File: src/hdl/ltg_pkg.sv
`timescale 1ns / 1ps

package ltg_pkg;

   // Grid dimensions used as defaults for the top level parameters.
   localparam int MAX_ROWS_DEF = 64;
   localparam int MAX_COLS_DEF = 64;

   // Field widths fixed by the interface.
   localparam int SIZE_W  = 7;
   localparam int COORD_W = 6;
   localparam int MODE_W  = 2;
   localparam int CSR_IDX_W = 1;

   localparam logic [SIZE_W-1:0] ROWS_RESET = 7'd10;
   localparam logic [SIZE_W-1:0] COLS_RESET = 7'd20;

   // Register indexes.
   localparam logic [CSR_IDX_W-1:0] CSR_ROWS = 1'd0;
   localparam logic [CSR_IDX_W-1:0] CSR_COLS = 1'd1;

   // Request modes.
   localparam logic [MODE_W-1:0] MODE_WRITE = 2'd0;
   localparam logic [MODE_W-1:0] MODE_STEP  = 2'd1;
   localparam logic [MODE_W-1:0] MODE_READ  = 2'd2;

   typedef enum logic [2:0] {
      ST_IDLE,
      ST_DECODE,
      ST_CELL,
      ST_GEN_UP,
      ST_GEN_CUR,
      ST_GEN_ROW,
      ST_FINISH
   } state_type;

   // Row address source for the grid read port.
   typedef enum logic [2:0] {
      RD_REQ,
      RD_LAST,
      RD_ZERO,
      RD_ONE,
      RD_AHEAD
   } rd_sel_type;

   typedef struct packed {
      logic       req_load;
      logic       res_init;
      logic       cell_upd;
      logic       up_load;
      logic       cur_load;
      logic       gen_row;
      logic       rsp_load;
      rd_sel_type rd_sel;
   } cmd_type;

   typedef struct packed {
      logic [MODE_W-1:0] mode;
      logic              bad;
      logic              last_row;
      logic              rsp_free;
   } sts_type;

endpackage

File: src/hdl/ltg_ctrl.sv
`timescale 1ns / 1ps

module ltg_ctrl (
   input  logic              clock,
   input  logic              reset,
   input  logic              req_tvalid,
   output logic              req_tready,
   input  ltg_pkg::sts_type  sts,
   output ltg_pkg::cmd_type  cmd
);

   ltg_pkg::state_type state_ff;
   ltg_pkg::state_type state_in;

   always_ff @(posedge clock) begin
      if (reset) begin
         state_ff <= ltg_pkg::ST_IDLE;
      end else begin
         state_ff <= state_in;
      end
   end

   always_comb begin
      state_in   = state_ff;
      req_tready = 1'b0;
      cmd        = '0;
      cmd.rd_sel = ltg_pkg::RD_REQ;
      unique case (state_ff)
         ltg_pkg::ST_IDLE: begin
            req_tready   = 1'b1;
            cmd.req_load = req_tvalid;
            if (req_tvalid) begin
               state_in = ltg_pkg::ST_DECODE;
            end
         end
         ltg_pkg::ST_DECODE: begin
            cmd.res_init = 1'b1;
            if (sts.mode == ltg_pkg::MODE_STEP) begin
               cmd.rd_sel = ltg_pkg::RD_LAST;
               state_in   = ltg_pkg::ST_GEN_UP;
            end else if ((sts.mode == ltg_pkg::MODE_WRITE || sts.mode == ltg_pkg::MODE_READ)
                         && !sts.bad) begin
               state_in = ltg_pkg::ST_CELL;
            end else begin
               state_in = ltg_pkg::ST_FINISH;
            end
         end
         ltg_pkg::ST_CELL: begin
            cmd.cell_upd = 1'b1;
            state_in     = ltg_pkg::ST_FINISH;
         end
         ltg_pkg::ST_GEN_UP: begin
            cmd.up_load = 1'b1;
            cmd.rd_sel  = ltg_pkg::RD_ZERO;
            state_in    = ltg_pkg::ST_GEN_CUR;
         end
         ltg_pkg::ST_GEN_CUR: begin
            cmd.cur_load = 1'b1;
            cmd.rd_sel   = ltg_pkg::RD_ONE;
            state_in     = ltg_pkg::ST_GEN_ROW;
         end
         ltg_pkg::ST_GEN_ROW: begin
            cmd.gen_row = 1'b1;
            cmd.rd_sel  = ltg_pkg::RD_AHEAD;
            if (sts.last_row) begin
               state_in = ltg_pkg::ST_FINISH;
            end
         end
         ltg_pkg::ST_FINISH: begin
            if (sts.rsp_free) begin
               cmd.rsp_load = 1'b1;
               state_in     = ltg_pkg::ST_IDLE;
            end
         end
         default: begin
            state_in = ltg_pkg::ST_IDLE;
         end
      endcase
   end

endmodule

File: config.mk
export PLATFORM = sky130hd
export DESIGN_NAME = ltg_ctrl
export DESIGN_NICKNAME = d
export VERILOG_FILES = /design/src/hdl/ltg_pkg.sv /design/src/hdl/ltg_ctrl.sv
export SDC_FILE = /design/constraint.sdc
export NUM_CORES = 1
export LEC_CHECK = 0
export BUFFER_PORTS_ARGS = -buffer_cell sky130_fd_sc_hd__buf_2
export CAP_MARGIN = 30
export CORE_AREA = 2 2 39 41
export CTS_BUF_LIST = sky130_fd_sc_hd__clkbuf_4
export CTS_CLUSTER_DIAMETER = 30
export DETAILED_ROUTE_END_ITERATION = 8
export DIE_AREA = 0 0 41 43
export MAX_ROUTING_LAYER = met4
export PLACE_DENSITY_LB_ADDON = 0.12
export SLEW_MARGIN = 10
export SYNTH_ARGS = -nofsm -noshare
export SYNTH_HDL_FRONTEND = slang
export SYNTH_SLANG_ARGS = --single-unit
File: constraint.sdc
create_clock -name clock -period 1.69 [get_ports clock]
set_clock_uncertainty 0.2 [all_clocks]
set_input_delay 0.2535 -clock clock [delete_from_list [all_inputs] [get_ports clock]]
set_output_delay 0.2535 -clock clock [all_outputs]
set_load 0.01 [all_outputs]
==> impl_metrics.csv <==
group,metric,value,unit
floorplanning,die_area,0.001763,mm2
global_route,met3_usage,0.03141,
place,place_congestion,0.7236,
layout,final_common_cell,"buf_2",
detailed_routing,avgViaCountPerCell,4.730,
timing,slew_headroom,0.7403,
worst_setup_path,cp-startpoint,"state_ff[2]$_SDFFE_PP0P_",
outcome,outcome,"completed",
worst_setup_path,cp_data_arrival_time,1.20,ns
power_and_ir_drop,powerDensity,1397,mW/mm2
power_and_ir_drop,vdd_drop_max,403.6,uV
place,post-dp-hpwl,611.8,um
min_path,hold_class,"primary input to flip-flop",
detailed_routing,drtIter0Drc,5,
layout,nNetsFinal,67,
global_route,antenna_found_initial,0,
synthesis,ys_seq_elements,3,
clocking,holdBufCountCts,0,
synthesis,ys_types,23,
layout,top_regs,"state_ff (3)",
synthesis,synth_nets,45,
clocking,cts_root_buf,"clkbuf_4",
layout,diodes,0,
clocking,cts_tree,"built",
timing,report.final.slew_viol_count,0,
clocking,clk-insertion-delay-late,0.23,ns
floorplanning,die_w,41,um
global_route,grt_use_total,0.1110,
floorplanning,io_pins,19,
global_route,grt_max_degree,10,
timing,fin_crit,1.650,ns
synthesis,synth_area,276.5,um2
global_route,grtUsageMet1,0.1442,
global_route,use_met2,0.1500,
layout,layout-drive-gt1-share,0.5517,
worst_setup_path,crit_fanout,5,
clocking,cts_made_buffers,3,
worst_setup_path,end_kind,"output pin",
timing,rsz0062_at_grt,"yes",
floorplanning,fp.dieH,43,um
clocking,clkTransAtPathRegs,0.04,ns
detailed_routing,drc_errors,0,
clocking,htreeDepth,1,
clocking,cts.sinks,3,
run,maxCapViolCount,0,
synthesis,avgSynthCellArea,7.473,um2
timing,finalSetupViolations,0,
global_route,grt_overflow,0,
detailed_routing,routedWlPerCell,10.51,um
worst_setup_path,crit_required,1.24,ns
detailed_routing,antenna_left,0,
global_route,grt_pass1_vias,309,
layout,largest_reg_flops,3,
min_path,hold_start,"reset",
place,io_buffers,18,
detailed_routing,vias,350,
worst_setup_path,worstSetupPathType,"flip-flop to output pin",
floorplanning,placementRows,14,
detailed_routing,first_pass_iters,4,
worst_setup_path,r2r_start,"state_ff[1]$_SDFFE_PP0P_",
synthesis,synth_cells,37,
synthesis,ys_warn_count,0,
timing,fmax,0.6061,GHz
global_route,grt_pass1_wl,1297,um
timing,whs,0.01170,ns
layout,area_growth,61.99,%
power_and_ir_drop,total_power,0.6258,mW
timing,hold_viol,0,
synthesis,ys_seq_area_frac,0.2172,
layout,layout_common_cells,"18 x buf_2, 4 x clkbuf_4, 3 x nand2_1, 3 x nor2_1, 3 x nand3b_1",
clocking,cts_setup_buffers,0,
timing,worstMarginPinSlew,0.3860,ns
worst_setup_path,crit_path_start_kind,"flip-flop",
global_route,grt.busiest_layer,"met2",
floorplanning,core,0.001384,mm2
layout,max_flop_register,"state_ff",
power_and_ir_drop,p_leak,0.2265,nW
clocking,clock_path_buffers,2,
floorplanning,initial_core_util,0.1998,
timing,period_share,0.9762,
detailed_routing,routed_wl,778,um
-- path summary, 6_finish.rpt --
check	endpoint	slack (ns)	depth (start not counted)
max	cmd[1]	0.04	4
min	state_ff[2]$_SDFFE_PP0P_	0.01	2
max reg2reg	state_ff[2]$_SDFFE_PP0P_	0.27	3
min reg2reg	state_ff[2]$_SDFFE_PP0P_	0.40	2
-- per-layer routing --
metal	part of all wire	routed length (um)
met5	0	0
met4	0	0
met3	0.082	64
met2	0.50	386
met1	0.42	327
-- cells by family after synthesis --
group | after synthesis | synth area share
flops | 3 | 0.2172
mux | 1 | 0.04072
buf+inv | 5 | 0.1040
compound gates | 5 | 0.1312
xor+xnor | 1 | 0.03168
simple gates | 22 | 0.4751
-- cells in the mapped netlist (all sizes together) --
library cell | count | share of area
xor2 | 1 | 0.032
or2 | 1 | 0.023
nor2 | 3 | 0.041
dfxtp | 3 | 0.22
and2 | 1 | 0.023
buf | 4 | 0.090
o311a | 1 | 0.036
nor2b | 2 | 0.045
nor3b | 2 | 0.054
inv | 1 | 0.014
a311oi | 1 | 0.032
nor3 | 1 | 0.018
or3 | 1 | 0.023
or2b | 1 | 0.027
nor4 | 2 | 0.045
mux2 | 1 | 0.041
nand2 | 3 | 0.041
and3b | 1 | 0.032
nand3b | 3 | 0.081
a21oi | 1 | 0.018
and3 | 1 | 0.023
a31oi | 2 | 0.045
-- repair_timing --
item,4_1_cts,5_1_grt
gates resized for setup,4,4
gates cloned,0,0
endpoints found under the setup margin,1,3
-- final cells by class --
type | count | area, um2
inverter | 1 | 3.754
fill | 153 | 935.9
timing repair buffer | 21 | 125.1
clock buffer | 4 | 30.03
sequential | 3 | 66.31
multi-input combinational | 29 | 202.7
tap | 16 | 20.02
-- critical path, cell delays in order (launching register included) --
cell and delay, ns:
dfxtp_2 0.33, nor2b_4 0.14, nor2b_2 0.15, or2_1 0.22
buf_2 0.13
-- through the flow --
stage | setup TNS (ns) | cells | setup WS, ns | util | instance area [um2]
floorplan | 0 | 37 | 0.2044 | - | 276.5
global route | -0.02441 | 74 | -0.02220 | 0.3237 | 447.9
detailed placement | 0 | 70 | 0.1656 | 0.2866 | 396.6
CTS | 0 | 74 | 0.01381 | 0.3156 | 436.7
global placement | 0 | 70 | 0.2006 | 0.2866 | 396.6
finish | 0 | 74 | 0.04019 | 0.3237 | 447.9
-- power breakdown --
part | leakage [nW] | switching [mW] | internal [mW]
combinational | 0.182 | 0.157 | 0.178
clock | 0.0184 | 0.0363 | 0.104
sequential | 0.0261 | 0.0489 | 0.101
total | 0.226 | 0.242 | 0.383
Power figures use the tool's default switching activity.
